--- config.mk ---
export PLATFORM = sky130hd
export DESIGN_NAME = pump_current_fault_trip
export DESIGN_NICKNAME = d
export VERILOG_FILES = /design/src/hdl/pcft_pkg.sv /design/src/hdl/pcft_cfg_regs.sv /design/src/hdl/pcft_eval.sv /design/src/hdl/pump_current_fault_trip.sv
export SDC_FILE = /design/constraint.sdc
export NUM_CORES = 1
export LEC_CHECK = 0
export BUFFER_PORTS_ARGS = -buffer_cell sky130_fd_sc_hd__buf_2
export CORE_MARGIN = 5
export CORE_UTILIZATION = 40
export CTS_BUF_LIST = sky130_fd_sc_hd__clkbuf_4
export CTS_CLUSTER_DIAMETER = 50
export DETAILED_ROUTE_END_ITERATION = 12
export GPL_TIMING_DRIVEN = 0
export MAX_ROUTING_LAYER = met4
export PLACE_DENSITY_LB_ADDON = 0.12
export SLEW_MARGIN = 15
export SYNTH_ARGS = -nofsm -noshare
export SYNTH_HDL_FRONTEND = slang
export SYNTH_SLANG_ARGS = --single-unit
--- constraint.sdc ---
create_clock -name clk -period 11.65 [get_ports clk]
set_input_delay 2.33 -clock clk [delete_from_list [all_inputs] [get_ports clk]]
set_output_delay 2.33 -clock clk [all_outputs]
set_load 0.01 [all_outputs]
--- src/hdl/pcft_pkg.sv ---
// ----------------------------------------------------------------------------
// pcft_pkg
// Shared types and constants for the pump current fault trip block.
// ----------------------------------------------------------------------------
package pcft_pkg;

  localparam int unsigned CFG_IDX_W   = 3;
  localparam int unsigned CFG_DATA_W  = 16;
  localparam int unsigned MA_W        = 16;
  localparam int unsigned MS_W        = 32;
  localparam int unsigned DUR_S_W     = 16;
  localparam int unsigned MS_PER_S    = 1000;
  localparam int unsigned DUR_MS_W    = 26;   // 65535 * 1000 fits in 26 bits
  localparam int unsigned IN_TDATA_W  = 56;
  localparam int unsigned OUT_TDATA_W = 56;

  localparam logic [DUR_S_W-1:0] DURATION_S_RST = 16'd10;

  typedef enum logic [CFG_IDX_W-1:0] {
    CFG_SENSOR_PRESENT = 3'd0,
    CFG_CHECK_ENABLED  = 3'd1,
    CFG_BELOW_MODE     = 3'd2,
    CFG_THRESHOLD_MA   = 3'd3,
    CFG_DURATION_S     = 3'd4
  } pcft_cfg_idx_t;

  typedef struct packed {
    logic                      sensor_present;
    logic                      check_enabled;
    logic                      below_mode;
    logic signed [MA_W-1:0]    threshold_ma;
    logic        [DUR_MS_W-1:0] duration_ms;
  } pcft_cfg_t;

  typedef struct packed {
    logic                   pump_active;
    logic signed [MA_W-1:0] current_ma;
    logic        [MS_W-1:0] now_ms;
  } pcft_sample_t;

  typedef struct packed {
    logic                   tank_empty;
    logic                   stop_pump;
    logic                   range_valid;
    logic signed [MA_W-1:0] max_ma;
    logic signed [MA_W-1:0] min_ma;
    logic signed [MA_W-1:0] last_ma;
  } pcft_result_t;

endpackage

--- src/hdl/pcft_cfg_regs.sv ---
// ----------------------------------------------------------------------------
// pcft_cfg_regs
// Configuration register bank; the persistence time is kept in milliseconds.
// ----------------------------------------------------------------------------
module pcft_cfg_regs (
  input  logic                                clk,
  input  logic                                rst_n,
  input  logic                                cfg_we,
  input  logic [pcft_pkg::CFG_IDX_W-1:0]      cfg_index,
  input  logic [pcft_pkg::CFG_DATA_W-1:0]     cfg_data,
  output pcft_pkg::pcft_cfg_t                 cfg
);
  import pcft_pkg::*;

  pcft_cfg_t cfg_r;
  pcft_cfg_t cfg_nxt;

  always_comb begin
    cfg_nxt = cfg_r;
    if (cfg_we) begin
      unique case (cfg_index)
        CFG_SENSOR_PRESENT: cfg_nxt.sensor_present = cfg_data[0];
        CFG_CHECK_ENABLED:  cfg_nxt.check_enabled  = cfg_data[0];
        CFG_BELOW_MODE:     cfg_nxt.below_mode     = cfg_data[0];
        CFG_THRESHOLD_MA:   cfg_nxt.threshold_ma   = $signed(cfg_data[MA_W-1:0]);
        CFG_DURATION_S:     cfg_nxt.duration_ms    =
          DUR_MS_W'(cfg_data[DUR_S_W-1:0]) * DUR_MS_W'(MS_PER_S);
        default: ;
      endcase
    end
  end

  always_ff @(posedge clk) begin
    if (!rst_n) begin
      cfg_r.sensor_present <= 1'b1;
      cfg_r.check_enabled  <= 1'b0;
      cfg_r.below_mode     <= 1'b1;
      cfg_r.threshold_ma   <= '0;
      cfg_r.duration_ms    <= DUR_MS_W'(DURATION_S_RST) * DUR_MS_W'(MS_PER_S);
    end else begin
      cfg_r <= cfg_nxt;
    end
  end

  assign cfg = cfg_r;

endmodule

--- src/hdl/pcft_eval.sv ---
// ----------------------------------------------------------------------------
// pcft_eval
// Monitor state and the per-sample evaluation: range tracking, threshold
// compare and persistence timing.
// ----------------------------------------------------------------------------
module pcft_eval (
  input  logic                    clk,
  input  logic                    rst_n,
  input  logic                    step,
  input  pcft_pkg::pcft_sample_t  smp,
  input  pcft_pkg::pcft_cfg_t     cfg,
  output pcft_pkg::pcft_result_t  res
);
  import pcft_pkg::*;

  logic                   was_running_r, was_running_nxt;
  logic                   fault_r, fault_nxt;
  logic                   pending_r, pending_nxt;
  logic        [MS_W-1:0] start_ms_r, start_ms_nxt;
  logic signed [MA_W-1:0] last_r, last_nxt;
  logic                   have_range_r, have_range_nxt;
  logic signed [MA_W-1:0] min_r, min_nxt;
  logic signed [MA_W-1:0] max_r, max_nxt;
  logic                   stop;
  logic                   run_start;
  logic                   met;
  logic        [MS_W-1:0] elapsed;

  assign run_start = smp.pump_active && !was_running_r;
  assign elapsed   = smp.now_ms - start_ms_r;
  assign met       = cfg.below_mode ? (smp.current_ma < cfg.threshold_ma)
                                    : (smp.current_ma > cfg.threshold_ma);

  always_comb begin
    was_running_nxt = was_running_r;
    fault_nxt       = fault_r;
    pending_nxt     = pending_r;
    start_ms_nxt    = start_ms_r;
    last_nxt        = last_r;
    have_range_nxt  = have_range_r;
    min_nxt         = min_r;
    max_nxt         = max_r;
    stop            = 1'b0;
    if (cfg.sensor_present) begin
      was_running_nxt = smp.pump_active;
      if (run_start) begin
        fault_nxt   = 1'b0;
        pending_nxt = 1'b0;
      end
      if (!smp.pump_active) begin
        last_nxt = '0;
      end else begin
        last_nxt       = smp.current_ma;
        have_range_nxt = 1'b1;
        if (!have_range_r || smp.current_ma < min_r) min_nxt = smp.current_ma;
        if (!have_range_r || smp.current_ma > max_r) max_nxt = smp.current_ma;
        if (cfg.check_enabled) begin
          if (!met) begin
            pending_nxt = 1'b0;
          end else if (!pending_nxt) begin
            // first qualifying sample only starts the timer
            pending_nxt  = 1'b1;
            start_ms_nxt = smp.now_ms;
          end else if (elapsed >= MS_W'(cfg.duration_ms)) begin
            fault_nxt   = 1'b1;
            pending_nxt = 1'b0;
            stop        = 1'b1;
          end
        end
      end
    end
  end

  always_ff @(posedge clk) begin
    if (!rst_n) begin
      was_running_r <= 1'b0;
      fault_r       <= 1'b0;
      pending_r     <= 1'b0;
      start_ms_r    <= '0;
      last_r        <= '0;
      have_range_r  <= 1'b0;
      min_r         <= '0;
      max_r         <= '0;
    end else if (step) begin
      was_running_r <= was_running_nxt;
      fault_r       <= fault_nxt;
      pending_r     <= pending_nxt;
      start_ms_r    <= start_ms_nxt;
      last_r        <= last_nxt;
      have_range_r  <= have_range_nxt;
      min_r         <= min_nxt;
      max_r         <= max_nxt;
    end
  end

  assign res.last_ma     = last_nxt;
  assign res.min_ma      = min_nxt;
  assign res.max_ma      = max_nxt;
  assign res.range_valid = have_range_nxt;
  assign res.stop_pump   = stop;
  assign res.tank_empty  = fault_nxt;

endmodule

--- src/hdl/pump_current_fault_trip.sv ---
// ----------------------------------------------------------------------------
// pump_current_fault_trip
// Pipeline: input beat to result beat through the input register and the
// result register. Throughput: one sample per cycle unless out_tready stalls
// the output, bounded by the single-pass compare/subtract path between them.
// Reset (rst_n, synchronous): both stages empty, monitor state cleared,
// configuration back to its defaults.
// ----------------------------------------------------------------------------
module pump_current_fault_trip (
  input  logic                                 clk,
  input  logic                                 rst_n,
  // pump_active[0], current_ma[16:1], now_ms[48:17], zero fill
  input  logic [pcft_pkg::IN_TDATA_W-1:0]      in_tdata,
  input  logic                                 in_tvalid,
  output logic                                 in_tready,
  // last_ma[15:0], min_ma[31:16], max_ma[47:32], range_valid[48],
  // stop_pump[49], tank_empty[50], zero fill
  output logic [pcft_pkg::OUT_TDATA_W-1:0]     out_tdata,
  output logic                                 out_tvalid,
  input  logic                                 out_tready,
  input  logic                                 cfg_we,
  input  logic [pcft_pkg::CFG_IDX_W-1:0]       cfg_index,
  input  logic [pcft_pkg::CFG_DATA_W-1:0]      cfg_data
);
  import pcft_pkg::*;

  pcft_cfg_t    cfg;
  pcft_sample_t smp_r, smp_nxt;
  logic         in_valid_r, in_valid_nxt;
  pcft_result_t res;
  pcft_result_t res_r;
  logic         out_valid_r, out_valid_nxt;
  logic         advance;
  logic         step;
  logic         in_beat;

  pcft_cfg_regs u_cfg (
    .clk       (clk),
    .rst_n     (rst_n),
    .cfg_we    (cfg_we),
    .cfg_index (cfg_index),
    .cfg_data  (cfg_data),
    .cfg       (cfg)
  );

  pcft_eval u_eval (
    .clk   (clk),
    .rst_n (rst_n),
    .step  (step),
    .smp   (smp_r),
    .cfg   (cfg),
    .res   (res)
  );

  assign advance   = !out_valid_r || out_tready;
  assign step      = in_valid_r && advance;
  assign in_tready = !in_valid_r || advance;
  assign in_beat   = in_tvalid && in_tready;

  always_comb begin
    smp_nxt = smp_r;
    if (in_beat) begin
      smp_nxt.pump_active = in_tdata[0];
      smp_nxt.current_ma  = $signed(in_tdata[MA_W:1]);
      smp_nxt.now_ms      = in_tdata[MA_W+MS_W:MA_W+1];
    end
    in_valid_nxt  = in_beat ? 1'b1 : (step ? 1'b0 : in_valid_r);
    out_valid_nxt = step ? 1'b1 : (out_tready ? 1'b0 : out_valid_r);
  end

  always_ff @(posedge clk) begin
    if (!rst_n) begin
      in_valid_r  <= 1'b0;
      out_valid_r <= 1'b0;
    end else begin
      in_valid_r  <= in_valid_nxt;
      out_valid_r <= out_valid_nxt;
    end
  end

  always_ff @(posedge clk) begin
    smp_r <= smp_nxt;
    if (step) begin
      res_r <= res;
    end
  end

  assign out_tvalid = out_valid_r;
  assign out_tdata  = {(OUT_TDATA_W - $bits(pcft_result_t))'(0), res_r};

  // a stop beat always carries the latched fault flag
  a_stop_latches: assert property (@(posedge clk) disable iff (!rst_n)
    out_valid_r && res_r.stop_pump |-> res_r.tank_empty)
    else $error("stop pulse without tank_empty");

  a_range_order: assert property (@(posedge clk) disable iff (!rst_n)
    out_valid_r && res_r.range_valid |-> res_r.min_ma <= res_r.max_ma)
    else $error("min above max");

  a_range_sticky: assert property (@(posedge clk) disable iff (!rst_n)
    out_valid_r && res_r.range_valid |=> res_r.range_valid)
    else $error("range_valid dropped");

  // a held sample in the input stage must not move while the output stalls
  a_hold_input: assert property (@(posedge clk) disable iff (!rst_n)
    in_valid_r && !advance |=> in_valid_r && $stable(smp_r))
    else $error("input stage lost a sample");

endmodule

; ---- After elaboration in Yosys (flattened, before gate mapping)
; Index checks and enable logic that the tools add are counted.
[totals]
register_bits = 228
in_bits = 80
out_inout_bits = 58
elab_cells = 88
[op_classes]
n_addsub = 1
mul = 1
magnitude_cmp = 5
eq_ne = 4
muxes = 30
bitwise_logic = 1
n_reduce_logical = 22
[ops]
columns = cell, n
row1 = two-way mux 16 bit, 8
row2 = >= comparator 32 x 26 -> 1 bit, 1
row3 = greater-than comparator 16 bit, 2
row4 = less-than comparator 16 bit, 2
row5 = subtractor 32 bit, 1
row6 = multiplier 16 x 7 -> 23 bit (second input constant), 1
row7 = two-way mux 1 bit, 22
row8 = AND reduction 2 bit, 6
row9 = equality test 3 x 2 -> 1 bit (second input constant), 2
row10 = AND reduction 6 bit, 1
row11 = AND reduction 5 bit, 1
row12 = zero test 1 bit, 4
row13 = logical OR 1 bit, 4
row14 = nonzero test 2 bit, 2
row15 = equality test 3 x 1 -> 1 bit (second input constant), 1
row16 = equality test 3 bit (second input constant), 1
row17 = logical AND 1 bit, 3
row18 = zero test 3 bit, 1
row19 = NOT 1 bit, 1

; ---- Depth between registers and ports, before layout
[logic_depth]
word_depth = 9
depth_mapped = 24
mapped_depth_nobuf = 24

; ---- Hierarchy
; A second synthesis with hierarchy kept.
[unflattened]
hier_cells = 1573
area_unflattened_um2 = 15174.6
[modules_own_cells]
columns = mod, n_inst, cells_per_inst, area_each_um2
row1 = pcft_eval, 1, 965, 7656.1
row2 = pcft_cfg_regs, 1, 493, 4370.4
row3 = pump_current_fault_trip, 1, 115, 3148.0

; ---- Worst setup path after synthesis
; No wires, ideal clock.
[synth_timing]
kind = in2reg
start = input port cfg_data[0] in the netlist's numbering
end = register u_cfg.cfg_r, in the netlist u_cfg.cfg[24]
setup_ns = 0.120
t_arrival_ns = 6.451
path_slack_ns = 5.079
stages = 16
path_buffers = 0
path_cell_list = fa_1 > inv_1 > fa_1 > fa_1 > inv_1 > fa_1 > ha_1 > a21oi_1 > o21bai_1 > a2111oi_0 > o41ai_1 > a21o_1 > nand2_1 > a21oi_1 > and4_1 > o31a_1
[synth_between]
elab_chain_cells = 1
[synth_rtl]
columns = element, line
row1 = start: declaration, pump_current_fault_trip.sv:23  ; input logic [pcft_pkg::CFG_DATA_W-1:0] cfg_data
row2 = multiplier 16 x 7 -> 23 bit, pcft_cfg_regs.sv:27  ; DUR_MS_W'(cfg_data[DUR_S_W-1:0]) * DUR_MS_W'(MS_PER_S);
row3 = end signal: assignment, pcft_cfg_regs.sv:41  ; cfg_r <= cfg_nxt;
row4 = end: declaration, pcft_cfg_regs.sv:15  ; pcft_cfg_t cfg_r;
; No other way between the ends.
; A chain may end at the register's enable or synchronous reset.

; ---- Final worst setup path
[layout_timing]
start = input port cfg_data[0] in the netlist's numbering
end = register u_cfg.cfg_r, in the netlist u_cfg.cfg[22]
; The elaborated chain is that of the path after synthesis.

==> summary.md <==
| Metric | Value |
|---|---|
| Outcome | `finished, final reports clean` |
| Initial Utilization | `between 40% and 50%` |
| Max_slew headroom | `28.7%` |
| Post-route cell area | `16500 µm²` |
| CTS max path bufs | `3` |
| Dpl cells | `2056` |
| CTS sink count | `228` |
| Hold Crit Class | `register to register` |
| Initial antenna violation count | `1` |
| Placement Cell Area | `15600 µm²` |
| Data arrival, critical path | `7.17 ns` |
| Synth Warn # | `0` |
| Fin cells | `2172` |
| Worst setup path class | `input port to register` |
| CTS Buf Count | `61` |
| I/O Pins | `about 140` |
| Fillers | `3512` |
| Fin crit share | `56.4%` |
| Seq cells post-synth | `228` |
| Top post-synthesis cells by area | `edfxtp_1 (21%), dfxtp_1 (18%), ha_1 (13%)` |
| Worst vdd ir | `89.7 µV` |
| # hold bufs at CTS | `0` |
| Fin Hold WS | `0.449 ns` |
| Worst Path Required | `12.25 ns` |
| PwrDens | `151 nW/µm²` |
| FMAX | `0.152 GHz` |
| Count of cell types in the netlist | `67` |
| Post-CTS setup buffers | `0` |
| CTS tree | `yes` |
| Dpl hpwl | `27700 µm` |
| Mapped Area | `14400 µm²` |
| Share of layout cells above drive strength 1 | `15.4%` |
| Clock latency at the later pin of the worst-skew pair | `0.76 ns` |
| Pin count of the biggest net entering global routing | `34` |
| Max Cap Viol | `0` |
| Remaining Overflow, GRT | `0` |
| Final setup vio count | `0` |
| Worst-Margin Slew | `1.06 ns` |
| Placer Congestion | `0.840` |
| Commonest non-fill, non-tap cells in the layout | `nand2_1 (158), ha_1 (154), inv_1 (147), buf_2 (132), dfxtp_1 (128)` |
| Minimum clock period | `roughly 6.6 ns` |
| DIE AREA | `39800 µm²` |
| First-pass GRT wire length | `between 50000 and 60000 µm` |
| Vias per cell | `between 5 and 6` |
| Final hold viol count | `0` |
| Die W | `200 µm` |
| Core area | `35500 µm²` |
| Design Power | `0.00249 W` |
| Asr flop ratio synth | `0%` |
| Top FF cell, synth | `dfxtp_1` |
| CTS Root Cell | `clkbuf_4` |
| Cells after Synth | `about 1500` |
| Most common cell after layout, fill and taps aside | `nand2_1` |
| CP Launch Type | `input port` |
| Fin Setup TNS | `0 ns` |
| Vias in the first global route | `between 10000 and 15000` |
| Worst setup EP type | `register` |
| Mean Syn Cell Area | `9.81 µm²` |
| Post-synth top area share | `20.9%` |
| Pleak | `6.55 nW` |
| Clock slew at reported path FFs | `0.06 ns` |
| Layout Skew | `0.0475 ns` |
| Total wire length | `35100 µm` |
| Post-synth EDFFs | `100` |
| Post-CTS resize count | `0` |
| Fin nets | `between 1500 and 2000` |
| Post-route DRC | `0` |
| Yosys top cell by area | `edfxtp_1` |
| Wire per inst | `16.2 µm` |
| Router iterations before antenna repair | `4` |
| Placement Rows | `a little under 70` |
| Sequential-to-total area share from yosys stat | `38.7%` |
| Slew Limit Fails | `0` |
| Critical Path Fanout Max | `9` |
| Port bufs | `between 100 and 150` |
| Antenna-violating nets left | `0` |
| P&R area growth vs syn | `14.5%` |
| Die Y | `200 µm` |
| Vias | `10872` |
| Gr usage total | `18.3%` |
| RSZ-0062 raised after global routing | `no` |
| 1st-iter DRT viols | `304` |
| Max H-tree Level | `2` |
## worst max-delay path, stage by stage
cell and delay, ns:
buf_2 0.18, fa_1 0.59, inv_1 0.07, fa_1 0.49, fa_1 0.53, inv_1 0.06, fa_1 0.45, ha_1 0.36
a21oi_1 0.21, o21bai_1 0.11, a2111oi_0 0.65, o41ai_1 0.21, a21o_1 0.23, nand2_1 0.09, a21boi_0 0.10, xnor2_1 0.34
o21ai_0 0.15
## synthesized netlist by cell type (all sizes together) (16+ instances only)
| cell type | n |
|---|---|
| a21oi | 73 |
| nand3 | 55 |
| o21ai | 120 |
| a21o | 34 |
| xnor2 | 30 |
| and2 | 16 |
| nor2 | 38 |
| mux2i | 51 |
| buf | 17 |
| fa | 55 |
| nand2 | 158 |
| o21a | 17 |
| a21boi | 30 |
| nor2b | 63 |
| inv | 147 |
| edfxtp | 100 |
| ha | 154 |
| nand2b | 17 |
| dfxtp | 128 |
| clkbuf | 42 |
## registers in the layout, summed over array words and instances (netlist names), 16 cells and up
name / count
u_eval.min_r: 16
u_eval.max_r: 16
u_eval.start_ms_r: 32
out_tdata: 51
u_eval.last_r: 16
smp_r: 49
u_cfg.cfg: 42
## stage by stage
stage	setup WS (ns)	util, %
after floorplan	5.08	-
after global placement	4.35	43.9
after detailed placement	4.34	44.1
after CTS	5.19	46.4
after global routing	4.82	46.4
final	5.08	46.4
## logic make-up after synthesis
kind of cell / Yosys count / synth area share [%]
AND/OR/NAND/NOR: 393 / 13.3
buffers and inverters: 206 / 5.90
AO/OA/AOI/OAI: 330 / 14.5
flip-flops: 228 / 38.7
other: 1 / 0.0261
multiplexers: 53 / 3.74
adder cells (fa/ha/maj): 209 / 21.1
XOR/XNOR: 45 / 2.74
## where the power goes
part           switching (W)  total (W)  leakage (nW)  internal [W]
Combinational       0.000476   0.000856          4.04      0.000381
Clock               0.000332   0.000728         0.499      0.000396
Sequential         0.0000282   0.000905          2.01      0.000877
## worst paths after layout
path,from,endpoint,slack (ns),cells after the start
hold / removal,u_eval.min_r[15],u_eval.min_r[15],0.45,2
hold reg to reg,u_eval.min_r[15],u_eval.min_r[15],0.45,2
setup reg to reg,smp_r[2],out_tdata[50],6.30,22
setup / recovery,cfg_data[0],u_cfg.cfg[22],5.08,17
## layer usage
layer / up-vias / share of wire (%) / GRT usage [%]
li1: 5513 / - / -
met1: 5122 / 44 / 22.6
met2: 190 / 49 / 30.9
met3: 47 / 4.2 / 3.03
met4: 0 / 2.2 / 5.89
met5: - / 0 / -
## final cells by class
class / instances / area (µm²) / area share (%)
clock inverter: 12 / 50.0 / 0.304
buffer: 59 / 297 / 1.80
multi-input combinational: 1035 / 7980 / 48.5
antenna: 1 / 2.50 / 0.0152
tap: 461 / 577 / 3.50
sequential: 228 / 5570 / 33.8
timing repair buffer: 126 / 661 / 4.01
inverter: 147 / 552 / 3.35
clock buffer: 103 / 773 / 4.70
Note: power is estimated with default switching activity, not from simulation.
